**src/design/mpd_pkg.sv**
```systemverilog
// Shared types and constants of the magnetic presence detector.
`default_nettype none

package mpd_pkg;

    // Weight width of both moving averages (Q0.16)
    localparam int ALPHA_BITS = 16;

    // Configuration port
    localparam int CFG_INDEX_W = 3;
    localparam int CFG_DATA_W  = 17;

    localparam logic [CFG_INDEX_W-1:0] REG_SENSOR_PRESENT = 3'd0;
    localparam logic [CFG_INDEX_W-1:0] REG_WINDOW_MS      = 3'd1;
    localparam logic [CFG_INDEX_W-1:0] REG_BASELINE_ALPHA = 3'd2;
    localparam logic [CFG_INDEX_W-1:0] REG_OUTPUT_ALPHA   = 3'd3;
    localparam logic [CFG_INDEX_W-1:0] REG_ON_THRESHOLD   = 3'd4;
    localparam logic [CFG_INDEX_W-1:0] REG_OFF_THRESHOLD  = 3'd5;

    // Register reset values
    localparam logic        RST_SENSOR_PRESENT = 1'b1;
    localparam logic [15:0] RST_WINDOW_MS      = 16'd10000;
    localparam logic [15:0] RST_BASELINE_ALPHA = 16'd3277;
    localparam logic [15:0] RST_OUTPUT_ALPHA   = 16'd32768;
    localparam logic [16:0] RST_ON_THRESHOLD   = 17'd380;
    localparam logic [16:0] RST_OFF_THRESHOLD  = 17'd360;

    // Phase codes
    localparam logic [1:0] PH_FAIL  = 2'd0;
    localparam logic [1:0] PH_BUILD = 2'd1;
    localparam logic [1:0] PH_RUN   = 2'd2;

    // Presence codes
    localparam logic [2:0] PC_NONE   = 3'd0;
    localparam logic [2:0] PC_RED    = 3'd1;
    localparam logic [2:0] PC_BLUE   = 3'd2;
    localparam logic [2:0] PC_BOTH   = 3'd3;
    localparam logic [2:0] PC_MAGNET = 3'd4;

    typedef struct packed {
        logic [31:0]        time_ms;
        logic               read_ok;
        logic signed [15:0] mag_x;
        logic signed [15:0] mag_y;
        logic signed [15:0] mag_z;
        logic               blue_switch;
        logic               red_switch;
    } in_item_t;

    typedef struct packed {
        logic [1:0]  phase;
        logic [2:0]  presence_code;
        logic        any_present;
        logic        magnet_present;
        logic [16:0] filtered_magnitude;
    } out_item_t;

endpackage

`default_nettype wire

```
**src/design/magnetic_presence_detector.sv**
```systemverilog
// Magnetic presence detector top level: baseline EMA, serial magnitude, hysteresis.
//
// Usage:
//  - sample channel (sample_valid / sample_stall / sample): one magnetometer
//    reading with time, read status and the two debounced switches. The block
//    raises sample_stall while an item is being worked on; one item at a time.
//  - result channel (result_valid / result_stall / result): one result per
//    sample, held in an output register until the receiver drops result_stall.
//    A new sample is taken while an earlier result still waits there.
//  - cfg channel (cfg_valid / cfg_ready / cfg_index / cfg_data): register
//    writes, always ready; write only while the block is idle.
// Path through the sequencer, from accept to the output register:
//  - sensor absent, failed read, first baseline sample: straight to finish
//  - baseline averaging: three passes of the serial alpha multiply
//  - running: set by the bit-serial sum of squares, the one-bit-per-cycle
//    square root and the 16-step alpha multiply, run in turn by one
//    sequencer (the first magnitude skips the alpha multiply)
// The next sample transfer can land on the edge where the result can first
// move, while the receiver keeps up.
// A stalled receiver holds the finished item in its last step; nothing is lost.
// Reset (rst_n low, asynchronous) clears all history and restores the
// register defaults; no clearing pass is needed.
`default_nettype none

module magnetic_presence_detector
    import mpd_pkg::*;
#(
    parameter int FRACTION_BITS = 16
) (
    input  wire                    clk,
    input  wire                    rst_n,
    input  wire                    sample_valid,
    output logic                   sample_stall,
    input  in_item_t               sample,
    output logic                   result_valid,
    input  wire                    result_stall,
    output out_item_t              result,
    input  wire                    cfg_valid,
    output logic                   cfg_ready,
    input  wire [CFG_INDEX_W-1:0]  cfg_index,
    input  wire [CFG_DATA_W-1:0]   cfg_data
);

    // Widths: baseline signed Q16.F, magnitude unsigned Q17.F
    localparam int BW = 16 + FRACTION_BITS;   // baseline
    localparam int MW = 17 + FRACTION_BITS;   // magnitude / |deviation|
    localparam int DW = MW + 1;               // signed EMA difference
    localparam int AW = DW + ALPHA_BITS;      // alpha product
    localparam int SW = 2 * MW;               // sum of squares
    localparam int RW = MW + 2;               // root remainder
    localparam int CW = $clog2(MW);

    localparam logic [AW-1:0] ROUND_HALF = AW'(1) << (ALPHA_BITS - 1);

    // Sequencer states
    localparam logic [2:0] ST_IDLE     = 3'd0;
    localparam logic [2:0] ST_SQUARE   = 3'd1;
    localparam logic [2:0] ST_ROOT     = 3'd2;
    localparam logic [2:0] ST_EMA_LOAD = 3'd3;
    localparam logic [2:0] ST_EMA_MUL  = 3'd4;
    localparam logic [2:0] ST_EMA_WB   = 3'd5;
    localparam logic [2:0] ST_HYST     = 3'd6;
    localparam logic [2:0] ST_FINISH   = 3'd7;

    // Configuration registers
    logic        sensor_present_reg;
    logic [15:0] window_reg;
    logic [15:0] balpha_reg;
    logic [15:0] oalpha_reg;
    logic [16:0] on_reg;
    logic [16:0] off_reg;

    // Detector history
    logic                 base_loaded_reg, base_loaded_next;
    logic                 base_finished_reg, base_finished_next;
    logic signed [BW-1:0] base_reg [3];
    logic signed [BW-1:0] base_next [3];
    logic                 smooth_loaded_reg, smooth_loaded_next;
    logic [MW-1:0]        smoothed_reg, smoothed_next;
    logic                 flag_reg, flag_next;

    // Sequencer and datapath
    logic [2:0]           state_reg, state_next;
    logic [CW-1:0]        cnt_reg, cnt_next;
    logic [1:0]           axis_reg, axis_next;
    logic                 ema_base_reg, ema_base_next;
    logic [1:0]           phase_reg, phase_next;
    logic                 blue_reg, blue_next;
    logic                 red_reg, red_next;
    logic signed [15:0]   samp_reg [3];
    logic signed [15:0]   samp_next [3];
    logic [MW-1:0]        mcand_reg [3];
    logic [MW-1:0]        mcand_next [3];
    logic [MW-1:0]        mplier_reg [3];
    logic [MW-1:0]        mplier_next [3];
    logic [SW-1:0]        acc_reg, acc_next;
    logic [RW-1:0]        rem_reg, rem_next;
    logic [MW-1:0]        root_reg, root_next;
    logic [DW-1:0]        diff_reg, diff_next;
    logic [ALPHA_BITS-1:0] alpha_reg, alpha_next;
    logic [AW-1:0]        prod_reg, prod_next;

    // Output register
    logic                 result_valid_reg, result_valid_next;
    out_item_t            result_reg, result_next;

    // Helpers
    logic signed [15:0]   mag_in [3];
    logic [MW-1:0]        dev [3];
    logic [MW-1:0]        abs_dev [3];
    logic [SW-1:0]        sq_sum;
    logic [RW+1:0]        rem_sh;
    logic [RW+1:0]        trial;
    logic                 root_ge;
    logic [RW+1:0]        rem_new;
    logic signed [15:0]   samp_sel;
    logic signed [BW-1:0] base_sel;
    logic [DW-1:0]        base_sel_ext;
    logic [AW-1:0]        prod_rnd;
    logic [DW-1:0]        ema_step;
    logic [DW-1:0]        ema_sum_base;
    logic [DW-1:0]        ema_sum_mag;
    logic [16:0]          mag_int;
    logic                 frac_zero;
    logic                 accept;
    logic                 out_free;
    logic [2:0]           code;

    assign mag_in[0] = sample.mag_x;
    assign mag_in[1] = sample.mag_y;
    assign mag_in[2] = sample.mag_z;

    assign sample_stall = (state_reg != ST_IDLE);
    assign accept       = sample_valid && (state_reg == ST_IDLE);
    assign out_free     = !result_valid_reg || !result_stall;
    assign result_valid = result_valid_reg;
    assign result       = result_reg;
    assign cfg_ready    = 1'b1;

    // Deviation from the baseline, taken at accept for the running path
    always_comb
    begin
        for (int i = 0; i < 3; i++)
        begin
            dev[i] = {mag_in[i][15], mag_in[i], {FRACTION_BITS{1'b0}}}
                   - {base_reg[i][BW-1], base_reg[i]};
            abs_dev[i] = dev[i][MW-1] ? (~dev[i] + MW'(1)) : dev[i];
        end
    end

    // Bit-serial sum of squares, MSB first
    assign sq_sum = {acc_reg[SW-2:0], 1'b0}
                  + (mplier_reg[0][MW-1] ? {{MW{1'b0}}, mcand_reg[0]} : '0)
                  + (mplier_reg[1][MW-1] ? {{MW{1'b0}}, mcand_reg[1]} : '0)
                  + (mplier_reg[2][MW-1] ? {{MW{1'b0}}, mcand_reg[2]} : '0);

    // Restoring square root, one result bit per cycle
    assign rem_sh  = {rem_reg, acc_reg[SW-1:SW-2]};
    assign trial   = {2'b00, root_reg, 2'b01};
    assign root_ge = (rem_sh >= trial);
    assign rem_new = root_ge ? (rem_sh - trial) : rem_sh;

    // Moving-average update: cur + floor((alpha * diff + half) / 2^16)
    assign samp_sel     = samp_reg[axis_reg];
    assign base_sel     = base_reg[axis_reg];
    assign base_sel_ext = {{2{base_sel[BW-1]}}, base_sel};
    assign prod_rnd     = prod_reg + ROUND_HALF;
    assign ema_step     = prod_rnd[AW-1:ALPHA_BITS];
    assign ema_sum_base = base_sel_ext + ema_step;
    assign ema_sum_mag  = {1'b0, smoothed_reg} + ema_step;

    assign mag_int   = smoothed_reg[MW-1:FRACTION_BITS];
    assign frac_zero = (smoothed_reg[FRACTION_BITS-1:0] == '0);

    always_comb
    begin
        if (blue_reg && red_reg)
            code = PC_BOTH;
        else if (blue_reg)
            code = PC_BLUE;
        else if (red_reg)
            code = PC_RED;
        else if (flag_reg)
            code = PC_MAGNET;
        else
            code = PC_NONE;
    end

    always_comb
    begin
        state_next         = state_reg;
        cnt_next           = cnt_reg;
        axis_next          = axis_reg;
        ema_base_next      = ema_base_reg;
        phase_next         = phase_reg;
        blue_next          = blue_reg;
        red_next           = red_reg;
        base_loaded_next   = base_loaded_reg;
        base_finished_next = base_finished_reg;
        smooth_loaded_next = smooth_loaded_reg;
        smoothed_next      = smoothed_reg;
        flag_next          = flag_reg;
        acc_next           = acc_reg;
        rem_next           = rem_reg;
        root_next          = root_reg;
        diff_next          = diff_reg;
        alpha_next         = alpha_reg;
        prod_next          = prod_reg;
        result_next        = result_reg;
        result_valid_next  = result_valid_reg && result_stall;
        for (int i = 0; i < 3; i++)
        begin
            base_next[i]   = base_reg[i];
            samp_next[i]   = samp_reg[i];
            mcand_next[i]  = mcand_reg[i];
            mplier_next[i] = mplier_reg[i];
        end

        case (state_reg)
            ST_IDLE:
            begin
                if (accept)
                begin
                    blue_next = sample.blue_switch;
                    red_next  = sample.red_switch;
                    for (int i = 0; i < 3; i++)
                        samp_next[i] = mag_in[i];
                    state_next = ST_FINISH;
                    if (!sensor_present_reg)
                    begin
                        flag_next  = 1'b0;
                        phase_next = PH_RUN;
                    end
                    else if (!sample.read_ok)
                    begin
                        phase_next = PH_FAIL;
                    end
                    else if (!base_finished_reg)
                    begin
                        phase_next       = PH_BUILD;
                        base_loaded_next = 1'b1;
                        if (sample.time_ms >= {16'd0, window_reg})
                            base_finished_next = 1'b1;
                        if (!base_loaded_reg)
                        begin
                            for (int i = 0; i < 3; i++)
                                base_next[i] = {mag_in[i], {FRACTION_BITS{1'b0}}};
                        end
                        else
                        begin
                            axis_next     = 2'd0;
                            ema_base_next = 1'b1;
                            state_next    = ST_EMA_LOAD;
                        end
                    end
                    else
                    begin
                        phase_next = PH_RUN;
                        for (int i = 0; i < 3; i++)
                        begin
                            mcand_next[i]  = abs_dev[i];
                            mplier_next[i] = abs_dev[i];
                        end
                        acc_next   = '0;
                        cnt_next   = '0;
                        state_next = ST_SQUARE;
                    end
                end
            end

            ST_SQUARE:
            begin
                acc_next = sq_sum;
                for (int i = 0; i < 3; i++)
                    mplier_next[i] = {mplier_reg[i][MW-2:0], 1'b0};
                cnt_next = cnt_reg + CW'(1);
                if (cnt_reg == CW'(MW - 1))
                begin
                    cnt_next   = '0;
                    rem_next   = '0;
                    root_next  = '0;
                    state_next = ST_ROOT;
                end
            end

            ST_ROOT:
            begin
                acc_next  = {acc_reg[SW-3:0], 2'b00};
                rem_next  = rem_new[RW-1:0];
                root_next = {root_reg[MW-2:0], root_ge};
                cnt_next  = cnt_reg + CW'(1);
                if (cnt_reg == CW'(MW - 1))
                begin
                    if (smooth_loaded_reg)
                    begin
                        ema_base_next = 1'b0;
                        state_next    = ST_EMA_LOAD;
                    end
                    else
                    begin
                        smoothed_next      = {root_reg[MW-2:0], root_ge};
                        smooth_loaded_next = 1'b1;
                        state_next         = ST_HYST;
                    end
                end
            end

            ST_EMA_LOAD:
            begin
                if (ema_base_reg)
                begin
                    diff_next  = {{2{samp_sel[15]}}, samp_sel, {FRACTION_BITS{1'b0}}}
                               - base_sel_ext;
                    alpha_next = balpha_reg;
                end
                else
                begin
                    diff_next  = {1'b0, root_reg} - {1'b0, smoothed_reg};
                    alpha_next = oalpha_reg;
                end
                prod_next  = '0;
                cnt_next   = '0;
                state_next = ST_EMA_MUL;
            end

            ST_EMA_MUL:
            begin
                // Horner over alpha bits, MSB first; two's complement wraps cleanly
                prod_next = {prod_reg[AW-2:0], 1'b0}
                          + (alpha_reg[ALPHA_BITS-1]
                             ? {{ALPHA_BITS{diff_reg[DW-1]}}, diff_reg} : '0);
                alpha_next = {alpha_reg[ALPHA_BITS-2:0], 1'b0};
                cnt_next   = cnt_reg + CW'(1);
                if (cnt_reg == CW'(ALPHA_BITS - 1))
                    state_next = ST_EMA_WB;
            end

            ST_EMA_WB:
            begin
                if (ema_base_reg)
                begin
                    base_next[axis_reg] = ema_sum_base[BW-1:0];
                    if (axis_reg == 2'd2)
                    begin
                        state_next = ST_FINISH;
                    end
                    else
                    begin
                        axis_next  = axis_reg + 2'd1;
                        state_next = ST_EMA_LOAD;
                    end
                end
                else
                begin
                    smoothed_next = ema_sum_mag[MW-1:0];
                    state_next    = ST_HYST;
                end
            end

            ST_HYST:
            begin
                if (!flag_reg)
                begin
                    if (mag_int >= on_reg)
                        flag_next = 1'b1;
                end
                else if ((mag_int < off_reg) || ((mag_int == off_reg) && frac_zero))
                begin
                    flag_next = 1'b0;
                end
                state_next = ST_FINISH;
            end

            ST_FINISH:
            begin
                if (out_free)
                begin
                    result_next.phase              = phase_reg;
                    result_next.presence_code      = code;
                    result_next.any_present        = flag_reg || blue_reg || red_reg;
                    result_next.magnet_present     = flag_reg;
                    result_next.filtered_magnitude = mag_int;
                    result_valid_next              = 1'b1;
                    state_next                     = ST_IDLE;
                end
            end

            default:
            begin
                state_next = ST_IDLE;
            end
        endcase
    end

    always_ff @(posedge clk or negedge rst_n)
    begin
        if (!rst_n)
        begin
            state_reg         <= ST_IDLE;
            base_loaded_reg   <= 1'b0;
            base_finished_reg <= 1'b0;
            smooth_loaded_reg <= 1'b0;
            smoothed_reg      <= '0;
            flag_reg          <= 1'b0;
            result_valid_reg  <= 1'b0;
            for (int i = 0; i < 3; i++)
                base_reg[i] <= '0;
        end
        else
        begin
            state_reg         <= state_next;
            base_loaded_reg   <= base_loaded_next;
            base_finished_reg <= base_finished_next;
            smooth_loaded_reg <= smooth_loaded_next;
            smoothed_reg      <= smoothed_next;
            flag_reg          <= flag_next;
            result_valid_reg  <= result_valid_next;
            for (int i = 0; i < 3; i++)
                base_reg[i] <= base_next[i];
        end
    end

    // Working registers, no reset needed
    always_ff @(posedge clk)
    begin
        cnt_reg      <= cnt_next;
        axis_reg     <= axis_next;
        ema_base_reg <= ema_base_next;
        phase_reg    <= phase_next;
        blue_reg     <= blue_next;
        red_reg      <= red_next;
        acc_reg      <= acc_next;
        rem_reg      <= rem_next;
        root_reg     <= root_next;
        diff_reg     <= diff_next;
        alpha_reg    <= alpha_next;
        prod_reg     <= prod_next;
        result_reg   <= result_next;
        for (int i = 0; i < 3; i++)
        begin
            samp_reg[i]   <= samp_next[i];
            mcand_reg[i]  <= mcand_next[i];
            mplier_reg[i] <= mplier_next[i];
        end
    end

    // Configuration writes
    always_ff @(posedge clk or negedge rst_n)
    begin
        if (!rst_n)
        begin
            sensor_present_reg <= RST_SENSOR_PRESENT;
            window_reg         <= RST_WINDOW_MS;
            balpha_reg         <= RST_BASELINE_ALPHA;
            oalpha_reg         <= RST_OUTPUT_ALPHA;
            on_reg             <= RST_ON_THRESHOLD;
            off_reg            <= RST_OFF_THRESHOLD;
        end
        else if (cfg_valid && cfg_ready)
        begin
            case (cfg_index)
                REG_SENSOR_PRESENT: sensor_present_reg <= cfg_data[0];
                REG_WINDOW_MS:      window_reg         <= cfg_data[15:0];
                REG_BASELINE_ALPHA: balpha_reg         <= cfg_data[15:0];
                REG_OUTPUT_ALPHA:   oalpha_reg         <= cfg_data[15:0];
                REG_ON_THRESHOLD:   on_reg             <= cfg_data;
                REG_OFF_THRESHOLD:  off_reg            <= cfg_data;
                default:            ;
            endcase
        end
    end

`ifndef SYNTHESIS
    // The window can only close once a baseline has been loaded
    a_finished_needs_loaded: assert property (@(posedge clk) disable iff (!rst_n)
        base_finished_reg |-> base_loaded_reg)
        else $error("baseline finished without a loaded baseline");

    // A finished item with a free output register is presented next cycle
    a_finish_delivers: assert property (@(posedge clk) disable iff (!rst_n)
        (state_reg == ST_FINISH) && !result_valid_reg |=> result_valid_reg)
        else $error("finished item not presented");

    // No presence of any kind means the code reports none
    a_code_none: assert property (@(posedge clk) disable iff (!rst_n)
        result_valid_reg && !result_reg.any_present |->
            (result_reg.presence_code == PC_NONE))
        else $error("presence code without presence");

    // Smoothing only runs after the baseline window closed
    a_smooth_after_base: assert property (@(posedge clk) disable iff (!rst_n)
        smooth_loaded_reg |-> base_finished_reg)
        else $error("smoothing loaded before baseline finished");
`endif

endmodule

`default_nettype wire
```
**config.mk**
```make
export PLATFORM = sky130hd
export DESIGN_NAME = magnetic_presence_detector
export DESIGN_NICKNAME = d
export VERILOG_FILES = /design/src/design/mpd_pkg.sv /design/src/design/magnetic_presence_detector.sv
export SDC_FILE = /design/constraint.sdc
export NUM_CORES = 2
export LEC_CHECK = 0
export ABC_AREA = 1
export BUFFER_PORTS_ARGS = -buffer_cell sky130_fd_sc_hd__buf_4
export CAP_MARGIN = 20
export CORE_MARGIN = 4
export CORE_UTILIZATION = 55
export CTS_BUF_LIST = sky130_fd_sc_hd__clkbuf_4
export DETAILED_ROUTE_END_ITERATION = 12
export PLACE_DENSITY = 0.7
export SYNTH_ARGS = -nofsm -noshare
export SYNTH_HDL_FRONTEND = slang
export SYNTH_SLANG_ARGS = --single-unit
```
**constraint.sdc**
```tcl
create_clock -name clk -period 25.9 [get_ports clk]
set_clock_uncertainty 0.1 [all_clocks]
set_input_delay 2.59 -clock clk [delete_from_list [all_inputs] [get_ports clk]]
set_output_delay 2.59 -clock clk [all_outputs]
set_load 0.01 [all_outputs]
```
==> flow_summary_export.csv <==
group,metric,value,unit
critical_path,ff2ff_path_depth,15,
placed_design,io_buffers,133,
critical_path,worstPathRequired,26.86,ns
clocking,cts-root-buf,"clkbuf_4",
logic_synthesis,async_flop_share,0.298,
logic_synthesis,yosys-top-cells-count,"nand2_1, inv_1, nor2_1, a21oi_1, o21ai_0",
worst_hold_path,hold_class,"flip-flop to flip-flop",
clocking,numCtsBuffers,203,
drt,ant_nets,0,
floorplanning,die_w,326,microns
clocking,cts_buffer_depth,3,
floorplanning,core,100000,sq um
floorplanning,num_rows,116,
critical_path,path_max_fanout,34,
logic_synthesis,synth_seq_area_share,0.378,
timing,tightest_slew,1.12,ns
logic_synthesis,synth_seq_cells,738,
clocking,ctsResizeCount,0,
flow_run,maxCapViolations,0,
drt,viasPerCell,5.81,
worst_hold_path,holdPathStages,0,
logic_synthesis,synth_most_common_cell,"nand2_1",
grt,grt_antenna_before_repair,8,
drt,firstDrtPassIters,7,
logic_synthesis,netlist_instances,7518,
final_layout,utilization,0.607,
logic_synthesis,postSynthNetCount,8032,
grt,grt_max_degree,78,
placed_design,placed_area,58100,sq um
grt,grt_usage,0.368,
final_layout,drive_gt1_frac,0.0786,
final_layout,area_delta_synth_final,9.29,%
timing,tns,0,ns
power_and_ir_drop,leakagePower,28.8,nW
final_layout,fillers,9441,
logic_synthesis,synth.distinct_cells,64,
timing,slew_violations,0,
logic_synthesis,syn-mean-instance-area,7.41,sq um
logic_synthesis,synth_top_area_share,0.278,
drt,wl_per_cell,21.6,microns
power_and_ir_drop,ir_worst_vdd,0.0373,mV
timing,setup-violations-final,0,
drt,num_vias,53859,
critical_path,slowest_delay,0.77,ns
placed_design,hpwl,159000,microns
critical_path,crit_chain,"inv_1 > buf_4 > nand2_1 > nand3_1 > o21ai_0 > ha_1 > nand2_1 > nor2_1 > inv_1 > or2_2 > nand3_1 > a21oi_1 > xnor2_1 > nand2_1 > a21oi_1",
floorplanning,dieArea,106000,sq um
grt,grt-ovfl-total,0,
logic_synthesis,synth_top_flop_cell,"edfxtp_1",
floorplanning,ioPinCount,135,
critical_path,cp.arrival,6.34,ns
critical_path,cp_common_cell,"nand2_1",
logic_synthesis,synthTopCellsByArea,"edfxtp_1, nand2_1, dfrtp_1",
clocking,cts_tree,"yes",
clocking,cts_sinks,738,
logic_synthesis,syn_area,55700,sq um
logic_synthesis,yosysWarnings,0,
timing,max_freq,186,MHz
timing,holdWs,0.319,ns
timing,slew-limit-headroom,0.254,
timing,rsz0062_at_grt,"no",
critical_path,end_kind,"flip-flop",
power_and_ir_drop,power_density,58.5,nW/um^2
critical_path,critical_path_class,"flip-flop to flip-flop",
clocking,clk_latency,1.19,ns
clocking,hold_buffers,0,
drt,drt-total-wl,201000,microns
logic_synthesis,synth_top_area_cell,"edfxtp_1",
placed_design,place_congestion,1.04,
floorplanning,start_util,0.555,
outcome,outcome,"completed",
clocking,postCtsSetupRepairBufs,0,
final_layout,fin_area,60900,sq um
drt,drc_errors,0,
floorplanning,die_y,326,microns
critical_path,startpoint_type,"flip-flop",
grt,grt_pass1_vias,49559,
critical_path,crit_slowest_cell,"edfxtp_1",
timing,hold_viol,0,
logic_synthesis,synth_edf_count,516,
final_layout,fin_nets,8242,
grt,grt_pass1_wl,299000,microns
timing,period_needed,5.38,ns
timing,min_period_over_period,0.208,
drt,drtIter0Drc,6783,
clocking,htreeDepth,4,
clocking,clkTransAtPathRegs,0.06,ns
final timing paths:
| kind | from | end | slack (ns) |
|---|---|---|---|
| worst max-delay path | axis_reg[0]$_DFFE_PP_ | base_reg[87]$_DFFE_PN0P_ | 20.52 |
| max in group asynchronous | rst_n | balpha_reg[14]$_DFFE_PN0P_ | 22.27 |
| worst max register to register | axis_reg[0]$_DFFE_PP_ | base_reg[87]$_DFFE_PN0P_ | 20.52 |
| worst min register to register | phase_reg[0]$_SDFFCE_PN0P_ | result[22]$_DFFE_PP_ | 0.32 |
| worst min-delay path | phase_reg[0]$_SDFFCE_PN0P_ | result[22]$_DFFE_PP_ | 0.32 |
| min in group asynchronous | rst_n | smoothed_reg[27]$_DFFE_PN0P_ | 1.32 |
power breakdown:
| part | total [mW] | internal [mW] | switching, mW |
|---|---|---|---|
| Clock | 1.10 | 0.538 | 0.565 |
| Combinational | 1.03 | 0.308 | 0.718 |
| Sequential | 1.43 | 1.36 | 0.0729 |
cell families (layout without fill, tap and decap cells):
family	after synthesis	count (layout)	synth area share
DFF	738	738	0.378
AOI/OAI and AO/OA	1517	1517	0.151
xor gates and xnor gates	220	220	0.0358
and+or+nand+nor	3386	3386	0.249
buffers and inverters	1250	1634	0.0854
other	1	9	0.0000673
adders and majority gates	406	406	0.101
worst max-delay path: cells and delay by family, from the launching register on:
family	cells	cell delay, ns
and+or+nand+nor	7	1.45
buffers and inverters	3	1.23
DFF	1	0.77
xor gates and xnor gates	1	0.69
AOI/OAI and AO/OA	3	0.57
adders and majority gates	1	0.46
layout by cell type (no fill, tap or decap), types with 7 or more instances in the layout:
cell type / n
o21bai_1: 29
diode_2: 8
fa_1: 70
clkbuf_4: 290
nand2_1: 1976
inv_2: 14
clkinv_2: 18
nand3b_1: 34
o22ai_1: 75
a21boi_0: 16
nor2_2: 15
a21o_1: 41
nor4_1: 26
inv_6: 7
xnor2_1: 82
xor2_1: 131
o21a_1: 45
inv_1: 1062
nor2_1: 768
a22oi_1: 26
and2_1: 8
nor2_4: 17
nand3_1: 357
a21oi_1: 629
edfxtp_1: 516
a211oi_1: 9
o21ai_0: 528
o211ai_1: 17
nand4_1: 60
dfrtp_1: 196
dfstp_2: 24
ha_1: 336
buf_4: 167
clkinv_1: 59
a31oi_1: 54
nor3_1: 91
or2_2: 17
o31ai_1: 8
through the flow:
stage	total power [mW]	std cells	setup WS, ns
after global placement	2.42	8874	19.90
final	3.56	9267	20.52
after global routing	3.75	9263	20.37
after detailed placement	2.43	8875	19.83
after floorplan	2.09	7518	12.97
after CTS	3.54	9254	20.67
area by class of cell:
cell class / count / area (sq um) / area share
Multi-Input combinational cell: 5530 / 30000 / 0.492
Antenna cell: 8 / 20.0 / 0.000329
Tap cell: 1357 / 1700 / 0.0279
Inverter: 1081 / 4060 / 0.0668
Clock inverter: 89 / 490 / 0.00806
Timing Repair Buffer: 174 / 1390 / 0.0228
Clock buffer: 290 / 2180 / 0.0358
Sequential cell: 738 / 21100 / 0.346
per-layer routing:
metal	global-route usage	share of wire	wire, microns	vias up
li1	-	-	-	25442
met1	0.544	0.44	88200	25273
met2	0.525	0.41	82600	2758
met3	0.0942	0.11	22900	386
met4	0.120	0.035	6940	0
met5	0	0	0	-
Power figures use the tool's default switching activity.
